<file path="src/rtl/nrd_pkg.sv">
// ----------------------------------------------------------------------------
// nrd_pkg
// Shared constants, codes and helper functions of the nested record deframer.
// ----------------------------------------------------------------------------
package nrd_pkg;

  localparam int MAX_DEPTH_DEF     = 16;
  localparam int LENGTH_DIGITS_DEF = 8;

  localparam int LEN_W  = 42;
  localparam int OFS_W  = 32;
  localparam int END_W  = 48;
  localparam int VAL_W  = 64;
  localparam int KIND_W = 4;
  localparam int STAT_W = 3;
  localparam int DEPO_W = 5;
  localparam int TAG_N  = 3;

  localparam logic [KIND_W-1:0] K_STR = 4'd0;
  localparam logic [KIND_W-1:0] K_INT = 4'd1;
  localparam logic [KIND_W-1:0] K_FLO = 4'd2;
  localparam logic [KIND_W-1:0] K_BOO = 4'd3;
  localparam logic [KIND_W-1:0] K_NUL = 4'd4;
  localparam logic [KIND_W-1:0] K_BST = 4'd5;
  localparam logic [KIND_W-1:0] K_HEX = 4'd6;
  localparam logic [KIND_W-1:0] K_OBJ = 4'd7;
  localparam logic [KIND_W-1:0] K_UNK = 4'd8;

  localparam logic [STAT_W-1:0] ST_OK    = 3'd0;
  localparam logic [STAT_W-1:0] ST_DIGIT = 3'd1;
  localparam logic [STAT_W-1:0] ST_VALUE = 3'd2;
  localparam logic [STAT_W-1:0] ST_TRUNC = 3'd3;
  localparam logic [STAT_W-1:0] ST_OVFL  = 3'd4;

  // stack control between the parser and the stack memory
  typedef struct packed {
    logic push;
    logic pop;
  } stk_ctl_t;

  // map a 3-byte tag to its kind code
  function automatic logic [KIND_W-1:0] decode_tag(input logic [23:0] t);
    logic [KIND_W-1:0] k;
    k = K_UNK;
    case (t)
      {8'h53, 8'h54, 8'h52}: k = K_STR;
      {8'h49, 8'h4E, 8'h54}: k = K_INT;
      {8'h46, 8'h4C, 8'h4F}: k = K_FLO;
      {8'h42, 8'h4F, 8'h4F}: k = K_BOO;
      {8'h4E, 8'h55, 8'h4C}: k = K_NUL;
      {8'h42, 8'h53, 8'h54}: k = K_BST;
      {8'h48, 8'h45, 8'h58}: k = K_HEX;
      {8'h4F, 8'h42, 8'h4A}: k = K_OBJ;
      default:               k = K_UNK;
    endcase
    return k;
  endfunction

  // base-36 digit: bit 6 flags a valid digit, bits 5:0 hold its value
  function automatic logic [6:0] digit36(input logic [7:0] b);
    logic [6:0] r;
    r = 7'd0;
    if (b inside {[8'h30:8'h39]}) begin
      r = {1'b1, 6'(b - 8'h30)};
    end else if (b inside {[8'h61:8'h7A]}) begin
      r = {1'b1, 6'(b - 8'h61 + 8'd10)};
    end else if (b inside {[8'h41:8'h5A]}) begin
      r = {1'b1, 6'(b - 8'h41 + 8'd10)};
    end
    return r;
  endfunction

endpackage

</file>
<file path="src/rtl/nrd_stack.sv">
// ----------------------------------------------------------------------------
// nrd_stack
// End-offset stack in a synchronous memory, with the top entry cached.
// ----------------------------------------------------------------------------
module nrd_stack #(
  parameter int MAX_DEPTH = nrd_pkg::MAX_DEPTH_DEF,
  parameter int IDX_W     = (MAX_DEPTH > 1) ? $clog2(MAX_DEPTH) : 1
) (
  input  logic                     clk,
  input  logic                     rst_n,
  input  nrd_pkg::stk_ctl_t        ctl,
  input  logic [IDX_W-1:0]         wr_idx,
  input  logic [IDX_W-1:0]         rd_idx,
  input  logic [nrd_pkg::END_W-1:0] push_data,
  output logic [nrd_pkg::END_W-1:0] top
);
  import nrd_pkg::*;

  logic [END_W-1:0] mem [MAX_DEPTH];
  logic [END_W-1:0] rd_data_r;
  logic             rd_pend_r;
  logic [END_W-1:0] top_r;

  // write pushes, read the new top after a pop
  always_ff @(posedge clk) begin
    if (ctl.push) begin
      mem[wr_idx] <= push_data;
    end
    rd_data_r <= mem[rd_idx];
  end

  always_ff @(posedge clk) begin
    if (!rst_n) begin
      rd_pend_r <= 1'b0;
    end else begin
      rd_pend_r <= ctl.pop;
    end
  end

  // refresh cached top: a push is newer than a pending read
  always_ff @(posedge clk) begin
    if (ctl.push) begin
      top_r <= push_data;
    end else if (rd_pend_r) begin
      top_r <= rd_data_r;
    end
  end

  assign top = top_r;

endmodule

</file>
<file path="src/rtl/nested_record_deframer.sv">
// ----------------------------------------------------------------------------
// nested_record_deframer
// Cuts a byte stream into tagged records and reports each record, each object header and each error.
// ----------------------------------------------------------------------------
//  channel | dir | beat contents
//  in_     | in  | tdata: data_byte; tlast: end_of_message
//  out_    | out | tdata: report fields; tuser: record_kind; tlast: message_done
//
//  One byte per cycle while in_tready is high; the parser is combinational,
//  and the report is registered in the output register when its byte is taken.
//  The end-offset stack lives in a one-port-read memory; a pop reads the new
//  top through rd_data_r into the cached top, well before the next record start.
//  Reset is synchronous, active low; the stack memory needs no clearing.
//  in_tready drops only while a held report is not taken.
// ----------------------------------------------------------------------------
module nested_record_deframer #(
  parameter int MAX_DEPTH     = nrd_pkg::MAX_DEPTH_DEF,
  parameter int LENGTH_DIGITS = nrd_pkg::LENGTH_DIGITS_DEF
) (
  input  logic         clk,
  input  logic         rst_n,
  input  logic [7:0]   in_tdata,   // [7:0] data_byte
  input  logic         in_tlast,
  input  logic         in_tvalid,
  output logic         in_tready,
  output logic [191:0] out_tdata,  // [41:0] name_length, [83:42] value_length,
                                   // [115:84] record_offset, [120:116] nesting_depth,
                                   // [184:121] integer_value, [187:185] status, rest 0
  output logic [3:0]   out_tuser,  // [3:0] record_kind
  output logic         out_tlast,
  output logic         out_tvalid,
  input  logic         out_tready
);
  import nrd_pkg::*;

  localparam int HDR_LEN = TAG_N + 2 * LENGTH_DIGITS;
  localparam int FPOS_W  = $clog2(HDR_LEN + 1);
  localparam int DEP_W   = $clog2(MAX_DEPTH + 1);
  localparam int IDX_W   = (MAX_DEPTH > 1) ? $clog2(MAX_DEPTH) : 1;

  typedef enum logic [1:0] {PH_HEADER, PH_NAME, PH_VALUE} phase_t;

  // parser state
  logic [OFS_W-1:0]  byte_off_r,  byte_off_nxt;
  logic [OFS_W-1:0]  rec_start_r, rec_start_nxt;
  logic [FPOS_W-1:0] fpos_r,      fpos_nxt;
  logic [LEN_W-1:0]  seg_r,       seg_nxt;
  phase_t            phase_r,     phase_nxt;
  logic [KIND_W-1:0] kind_r,      kind_nxt;
  logic [LEN_W-1:0]  nlen_r,      nlen_nxt;
  logic [LEN_W-1:0]  vlen_r,      vlen_nxt;
  logic [VAL_W-1:0]  acc_r,       acc_nxt;
  logic              neg_r,       neg_nxt;
  logic              pt_r,        pt_nxt;
  logic [DEP_W-1:0]  depth_r,     depth_nxt;
  logic              stopped_r,   stopped_nxt;

  // report and output register
  logic              rep;
  logic [STAT_W-1:0] rep_status;
  logic [DEP_W-1:0]  rep_depth;
  logic [VAL_W-1:0]  rep_ival;
  logic [KIND_W-1:0] rep_kind;
  logic [LEN_W-1:0]  rep_nlen, rep_vlen;
  logic [OFS_W-1:0]  rep_ofs;
  logic              out_valid_r;
  logic [191:0]      out_data_r;
  logic [3:0]        out_user_r;
  logic              out_last_r;

  // stack interface
  stk_ctl_t          stk_ctl;
  logic [IDX_W-1:0]  stk_wr_idx, stk_rd_idx;
  logic [END_W-1:0]  stk_push_data, stk_top;

  logic              in_fire;
  logic              do_after;
  logic              first;
  logic              is_digit, is_sign;
  logic [6:0]        d36;
  logic [7:0]        b;

  assign in_tready = !out_valid_r || out_tready;
  assign in_fire   = in_tvalid && in_tready;
  assign b         = in_tdata;
  assign d36       = digit36(b);
  assign is_digit  = b inside {[8'h30:8'h39]};
  assign is_sign   = (b == 8'h2D) || (b == 8'h2B);

  nrd_stack #(.MAX_DEPTH(MAX_DEPTH), .IDX_W(IDX_W)) u_stack (
    .clk       (clk),
    .rst_n     (rst_n),
    .ctl       (stk_ctl),
    .wr_idx    (stk_wr_idx),
    .rd_idx    (stk_rd_idx),
    .push_data (stk_push_data),
    .top       (stk_top)
  );

  // parse one byte
  always_comb begin
    byte_off_nxt  = byte_off_r;
    rec_start_nxt = rec_start_r;
    fpos_nxt      = fpos_r;
    seg_nxt       = seg_r;
    phase_nxt     = phase_r;
    kind_nxt      = kind_r;
    nlen_nxt      = nlen_r;
    vlen_nxt      = vlen_r;
    acc_nxt       = acc_r;
    neg_nxt       = neg_r;
    pt_nxt        = pt_r;
    depth_nxt     = depth_r;
    stopped_nxt   = stopped_r;
    rep           = 1'b0;
    rep_status    = ST_OK;
    rep_depth     = depth_r;
    rep_ival      = '0;
    do_after      = 1'b0;
    first         = 1'b0;
    stk_ctl       = '0;
    stk_wr_idx    = IDX_W'(depth_r);
    stk_rd_idx    = '0;
    stk_push_data = '0;

    if (in_fire && !stopped_r) begin
      case (phase_r)
        PH_HEADER: begin
          // open a record, drop one finished level
          if (fpos_r == '0) begin
            rec_start_nxt = byte_off_r;
            nlen_nxt = '0;
            vlen_nxt = '0;
            acc_nxt  = '0;
            neg_nxt  = 1'b0;
            pt_nxt   = 1'b0;
            kind_nxt = K_UNK;
            if (depth_r != '0 && {16'd0, byte_off_r} >= stk_top) begin
              depth_nxt   = depth_r - 1'b1;
              stk_ctl.pop = 1'b1;
              stk_rd_idx  = IDX_W'(depth_r - DEP_W'(2));
            end
          end
          if (fpos_r < FPOS_W'(TAG_N)) begin
            acc_nxt = {40'd0, acc_nxt[15:0], b};
            if (fpos_r == FPOS_W'(TAG_N - 1)) begin
              kind_nxt = decode_tag(acc_nxt[23:0]);
            end
            fpos_nxt = fpos_r + 1'b1;
          end else if (!d36[6]) begin
            rep         = 1'b1;
            rep_status  = ST_DIGIT;
            rep_depth   = depth_nxt;
            stopped_nxt = 1'b1;
          end else begin
            if (fpos_r < FPOS_W'(TAG_N + LENGTH_DIGITS)) begin
              nlen_nxt = (nlen_r << 5) + (nlen_r << 2) + LEN_W'(d36[5:0]);
            end else begin
              vlen_nxt = (vlen_r << 5) + (vlen_r << 2) + LEN_W'(d36[5:0]);
            end
            fpos_nxt = fpos_r + 1'b1;
          end
          // header complete
          if (!stopped_nxt && fpos_nxt >= FPOS_W'(HDR_LEN)) begin
            fpos_nxt = '0;
            acc_nxt  = '0;
            if (nlen_nxt != '0) begin
              phase_nxt = PH_NAME;
              seg_nxt   = nlen_nxt;
            end else begin
              do_after = 1'b1;
            end
          end
        end
        PH_NAME: begin
          seg_nxt = seg_r - 1'b1;
          if (seg_nxt == '0) begin
            do_after = 1'b1;
          end
        end
        default: begin
          // check one value byte
          first = (seg_r == vlen_r);
          if (kind_r == K_INT) begin
            acc_nxt = (acc_r << 3) + (acc_r << 1);
            if (is_sign && first) begin
              if (b == 8'h2D) begin
                neg_nxt = 1'b1;
              end
            end else if (is_digit) begin
              acc_nxt = acc_nxt + VAL_W'(b[3:0]);
            end else begin
              stopped_nxt = 1'b1;
            end
          end else if (kind_r == K_FLO) begin
            if (!((is_sign && first) || is_digit)) begin
              if ((b == 8'h2E || b == 8'h2C) && !pt_r) begin
                pt_nxt = 1'b1;
              end else begin
                stopped_nxt = 1'b1;
              end
            end
          end else if (kind_r == K_BOO && first) begin
            if (is_digit) begin
              acc_nxt = VAL_W'(b[3:0]);
            end else if (!is_sign) begin
              stopped_nxt = 1'b1;
            end
          end
          if (stopped_nxt) begin
            rep        = 1'b1;
            rep_status = ST_VALUE;
          end else begin
            seg_nxt = seg_r - 1'b1;
            if (seg_nxt == '0) begin
              phase_nxt = PH_HEADER;
              rep       = 1'b1;
              if (kind_r == K_INT) begin
                rep_ival = neg_nxt ? (VAL_W'(0) - acc_nxt) : acc_nxt;
              end else if (kind_r == K_BOO) begin
                rep_ival = acc_nxt;
              end
            end
          end
        end
      endcase

      // header or name done: report an object, enter the value, or report an empty value
      if (do_after) begin
        phase_nxt = PH_HEADER;
        rep_depth = depth_nxt;
        if (kind_nxt == K_OBJ) begin
          rep = 1'b1;
          if (rec_start_nxt != '0) begin
            if (depth_nxt >= DEP_W'(MAX_DEPTH)) begin
              rep_status  = ST_OVFL;
              stopped_nxt = 1'b1;
            end else begin
              stk_ctl.push  = 1'b1;
              stk_wr_idx    = IDX_W'(depth_nxt);
              stk_push_data = END_W'({16'd0, byte_off_r}) + END_W'(1) + END_W'(vlen_nxt);
              depth_nxt     = depth_nxt + 1'b1;
            end
          end
        end else if (vlen_nxt != '0) begin
          phase_nxt = PH_VALUE;
          seg_nxt   = vlen_nxt;
          acc_nxt   = '0;
        end else begin
          acc_nxt = '0;
          rep     = 1'b1;
        end
      end
    end

    // report fields as gathered so far
    rep_kind = kind_nxt;
    rep_nlen = nlen_nxt;
    rep_vlen = vlen_nxt;
    rep_ofs  = rec_start_nxt;

    // close the message
    if (in_fire) begin
      if (in_tlast) begin
        if (!rep && !stopped_r) begin
          rep        = 1'b1;
          rep_status = ST_TRUNC;
          rep_depth  = depth_nxt;
          rep_ival   = '0;
        end
        byte_off_nxt  = '0;
        rec_start_nxt = '0;
        fpos_nxt      = '0;
        seg_nxt       = '0;
        phase_nxt     = PH_HEADER;
        kind_nxt      = '0;
        nlen_nxt      = '0;
        vlen_nxt      = '0;
        acc_nxt       = '0;
        neg_nxt       = 1'b0;
        pt_nxt        = 1'b0;
        depth_nxt     = '0;
        stopped_nxt   = 1'b0;
      end else begin
        byte_off_nxt = byte_off_r + 1'b1;
      end
    end
  end

  // hold parser state
  always_ff @(posedge clk) begin
    if (!rst_n) begin
      byte_off_r  <= '0;
      rec_start_r <= '0;
      fpos_r      <= '0;
      seg_r       <= '0;
      phase_r     <= PH_HEADER;
      kind_r      <= '0;
      nlen_r      <= '0;
      vlen_r      <= '0;
      acc_r       <= '0;
      neg_r       <= 1'b0;
      pt_r        <= 1'b0;
      depth_r     <= '0;
      stopped_r   <= 1'b0;
    end else begin
      byte_off_r  <= byte_off_nxt;
      rec_start_r <= rec_start_nxt;
      fpos_r      <= fpos_nxt;
      seg_r       <= seg_nxt;
      phase_r     <= phase_nxt;
      kind_r      <= kind_nxt;
      nlen_r      <= nlen_nxt;
      vlen_r      <= vlen_nxt;
      acc_r       <= acc_nxt;
      neg_r       <= neg_nxt;
      pt_r        <= pt_nxt;
      depth_r     <= depth_nxt;
      stopped_r   <= stopped_nxt;
    end
  end

  // load the output beat
  always_ff @(posedge clk) begin
    if (!rst_n) begin
      out_valid_r <= 1'b0;
    end else if (in_fire && rep) begin
      out_valid_r <= 1'b1;
    end else if (out_tready) begin
      out_valid_r <= 1'b0;
    end
  end

  always_ff @(posedge clk) begin
    if (in_fire && rep) begin
      out_data_r <= {4'd0, rep_status, rep_ival, DEPO_W'(rep_depth), rep_ofs,
                     rep_vlen, rep_nlen};
      out_user_r <= rep_kind;
      out_last_r <= in_tlast;
    end
  end

  assign out_tvalid = out_valid_r;
  assign out_tdata  = out_data_r;
  assign out_tuser  = out_user_r;
  assign out_tlast  = out_last_r;

`ifndef SYNTH
  a_depth_bound: assert property (@(posedge clk) disable iff (!rst_n)
    depth_r <= DEP_W'(MAX_DEPTH))
    else $error("stack depth beyond limit");

  a_eom_clear: assert property (@(posedge clk) disable iff (!rst_n)
    in_fire && in_tlast |=> byte_off_r == '0 && depth_r == '0 && !stopped_r)
    else $error("state not cleared at message end");

  a_quiet_stop: assert property (@(posedge clk) disable iff (!rst_n)
    in_fire && stopped_r |-> !rep)
    else $error("report while stopped");

  a_push_pop: assert property (@(posedge clk) disable iff (!rst_n)
    !(stk_ctl.push && stk_ctl.pop))
    else $error("push and pop together");
`endif

endmodule
</file>
<file path="config.mk">
export PLATFORM = sky130hd
export DESIGN_NAME = nested_record_deframer
export DESIGN_NICKNAME = d
export VERILOG_FILES = /design/src/rtl/nrd_pkg.sv /design/src/rtl/nrd_stack.sv /design/src/rtl/nested_record_deframer.sv
export SDC_FILE = /design/constraint.sdc
export NUM_CORES = 2
export LEC_CHECK = 0
export BUFFER_PORTS_ARGS = -buffer_cell sky130_fd_sc_hd__buf_4
export CAP_MARGIN = 15
export CORE_MARGIN = 2
export CORE_UTILIZATION = 45
export DETAILED_ROUTE_END_ITERATION = 16
export GPL_ROUTABILITY_DRIVEN = 0
export PLACE_DENSITY_LB_ADDON = 0.15
export SETUP_SLACK_MARGIN = 0.5
export SYNTH_ARGS = -nofsm -noshare
export SYNTH_HDL_FRONTEND = slang
export SYNTH_SLANG_ARGS = --single-unit
</file>
<file path="constraint.sdc">
create_clock -name clk -period 63 [get_ports clk]
set_input_delay 15.75 -clock clk [delete_from_list [all_inputs] [get_ports clk]]
set_output_delay 15.75 -clock clk [all_outputs]
set_load 0.005 [all_outputs]
</file>
==> impl_metrics.py <==
metrics = {
    "synthesis": {
        "synthSimpleGateAreaFrac": 0.1519,
        "synth_mux_area_frac": 0.08366,
        "syn-instance-count": 6271,
        "ys_types": 118,
        "synthAdderAreaFrac": 0.05655,
        "synth_top_family_by_area": "simple AND/OR/NAND/NOR gates",
        "yosys_warnings": 0,
        "seq_area_frac_synth": 0.4938,
        "synth_edf_count": 924,
        "synthFlopType": "edfxtp_1",
        "async_flop_share": 0,
        "synth-xor-area-share": 0.03653,
        "synth_compound_area_frac": 0.1491,
        "avgSynthCellArea_sq_um": 11.02,
        "ys_ff_latch": 1242,
        "synth_area_sq_mm": 0.06908,
    },
    "grt": {
        "antenna_found_initial": 4,
        "overflow": 0,
        "grt_pass1_vias": 50180,
        "grt_first_pass_wirelength_microns": 330600,
        "grt_max_degree": 169,
        "grt_usage": 0.2791,
    },
    "cts": {
        "postCtsSetupBuffers": 0,
        "cts.sinks": 1242,
        "cts_resized": 0,
        "clk_path_buf_depth": 3,
        "path_clk_slew_ns": 0.06,
        "numCtsBuffers": 139,
        "cts_htree_levels": 4,
        "cts_tree": "yes",
        "ctsHoldBuffers": 0,
        "insertion_delay_ns": 0.81,
        "clock-root-buffer": "clkbuf_16",
    },
    "floorplan": {
        "rows": 143,
        "initial_utilization": 0.4537,
        "die_area_sq_mm": 0.1567,
        "io_pins": 212,
        "core_sq_mm": 0.1523,
        "die_width_microns": 395.8,
        "die_y_microns": 395.8,
    },
    "routing": {
        "drc": 0,
        "ant_nets": 0,
        "drt_wl_total_microns": 224100,
        "vias_per_cell": 6.310,
        "avgRoutedWirePerCell_microns": 26.35,
        "drt_iter0_drc": 6228,
        "drt_pass1_iterations": 8,
        "via_count": 53675,
    },
    "finish": {
        "fin_nets": 6682,
        "syn_to_final_growth_pct": 12.28,
        "layout_common_cells": "edfxtp_1, nand2_1, nor2_1",
        "drive_gt1_frac": 0.1334,
        "seq_area_sq_mm": 0.03411,
        "diodes": 0,
        "post-route-cell-area_sq_mm": 0.07756,
        "fillers": 13454,
        "layout_commonest_cell": "edfxtp_1",
        "multi_input_area_sq_mm": 0.03339,
    },
    "status": {
        "status": "complete, but fails checks",
        "violations": "slew limit",
    },
    "sta": {
        "relSlewSlack": -0.01852,
        "setup_tns_ns": 0,
        "setup_violations": 0,
        "min_period_over_period": 0.5069,
        "period_needed_ns": 31.93,
        "maxSlewViolCount": 55,
        "hold_viol": 0,
        "skew_ns": 0.04560,
        "rsz0062_at_grt": "false",
        "worstMarginPinSlew_ns": 1.528,
        "max_clock_freq_mhz": 31.32,
    },
    "critical_path": {
        "crit_arrival_ns": 16.18,
        "cp.required_ns": 47.25,
        "start_kind": "input port",
        "critPathCaptureType": "output port",
        "cp_max_fo": 4,
        "criticalPathCategory": "in2out",
    },
    "power": {
        "cellPowerDensity_mw_per_mm2": 23.18,
        "p_leak_nw": 26.97,
        "ir_drop_uv": 25.29,
    },
    "run": {
        "maxCapViolCount": 0,
    },
    "placed_design": {
        "place_hpwl_microns": 153000,
        "portBuffers": 207,
        "place_area_sq_mm": 0.07285,
    },
    "worst_hold_path": {
        "hold_class": "reg2reg",
    },
}
-- state kept, by name, indices dropped and copies added (netlist names) --
signal             cells
u_stack.top           43
nlen_r                42
pt_r                   1
depth_r                5
out_tuser              4
kind_r                 4
phase_r                2
rec_start_r           32
seg_r                 42
out_tlast              1
vlen_r                42
neg_r                  1
fpos_r                 5
byte_off_r            32
stopped_r              1
acc_r                 64
out_tvalid             1
out_tdata            188
u_stack.rd_pend_r      1
u_stack.rd_data_r     43
u_stack.mem          688
-- cell type report --
cell class | instances | share of cell area
Timing Repair Buffer | 306 | 0.02999
Multi-Input combinational cell | 4537 | 0.4305
Inverter | 135 | 0.006533
Clock buffer | 183 | 0.04973
Tap cell | 2030 | 0.03275
Clock inverter | 73 | 0.01071
Sequential cell | 1242 | 0.4398
-- layer usage --
layer | global-route usage | share of wire | vias to the layer above
met5 | 0 | 0.000049 | -
met3 | 0.05663 | 0.091 | 386
met4 | 0.1114 | 0.041 | 2
met2 | 0.4061 | 0.43 | 2503
li1 | - | - | 24222
met1 | 0.4064 | 0.44 | 26562
-- synth_stat cells, types with 27 or more instances --
master | instances | area [sq um]
nor2_1 | 465 | 1745
nand2b_1 | 49 | 306.5
a21o_1 | 160 | 1201
o211ai_1 | 40 | 300.3
nand2_1 | 478 | 1794
mux2i_1 | 178 | 1782
o31ai_1 | 40 | 300.3
and4_1 | 27 | 236.5
o21ai_0 | 267 | 1336
xor2_1 | 98 | 858.3
a22o_1 | 85 | 744.5
or4_1 | 27 | 202.7
nand3_1 | 208 | 1041
o21bai_1 | 39 | 292.8
xnor2_1 | 187 | 1638
and2_1 | 154 | 963.4
dfxtp_1 | 318 | 6366
buf_1 | 27 | 101.4
a21oi_1 | 361 | 1807
a22oi_1 | 39 | 292.8
inv_1 | 134 | 503.0
edfxtp_1 | 924 | 27750
mux4_2 | 172 | 3874
a31oi_1 | 71 | 444.2
and3_1 | 86 | 538.0
a211oi_1 | 44 | 330.3
nor2b_1 | 32 | 200.2
nor4_1 | 91 | 569.3
ha_1 | 301 | 3766
or3_1 | 59 | 369.1
nand4_1 | 112 | 700.7
nor3_1 | 161 | 805.8
clkbuf_1 | 295 | 1107
o21ai_1 | 31 | 155.2
o21a_1 | 50 | 375.4
-- worst paths after layout --
| check | startpoint | endpoint | slack, ns | cells past startpoint |
|---|---|---|---|---|
| setup / recovery | out_tready | in_tready | 31.07 | 3 |
| hold / removal | acc_r[63]$_SDFF_PN0_ | acc_r[63]$_SDFF_PN0_ | 0.47 | 1 |
| setup reg to reg | nlen_r[3]$_SDFF_PN0_ | u_stack.mem[9][35]$_DFFE_PP_ | 53.68 | 18 |
| hold reg to reg | acc_r[63]$_SDFF_PN0_ | acc_r[63]$_SDFF_PN0_ | 0.47 | 1 |
-- cells by family (layout without fill, tap and decap cells) --
kind of cell,Yosys count,in the layout
mux,361,361
xor+xnor,286,286
fa+ha+maj,308,308
compound gates,1515,1515
flops,1242,1242
simple gates,2063,2063
buf+inv,495,697
other cells,1,4
-- metrics by stage --
step	hold slack [ns]	power (mW)	std cells	worst slack [ns]	utilization
finish	0.4701	1.798	8506	31.07	0.5094
CTS	0.4720	1.811	8503	31.07	0.5092
global route	0.5020	1.851	8506	31.05	0.5094
detailed placement	0.4523	0.9815	8247	31.07	0.4784
global placement	0.4516	0.9812	8247	31.06	0.4784
floorplan	0.4327	0.9502	6274	30.59	-
-- power by group --
group / internal [mW] / switching (mW) / leakage, nW / total, mW
logic: 0.0254 / 0.0608 / 15.2 / 0.0862
clock network: 0.485 / 0.345 / 2.28 / 0.831
registers: 0.875 / 0.00610 / 9.46 / 0.881
-- critical path, cell delays in order --
cell and delay, ns:
buf_4 0.11, nand2b_1 0.17, buf_4 0.15
Power figures use the tool's default switching activity.
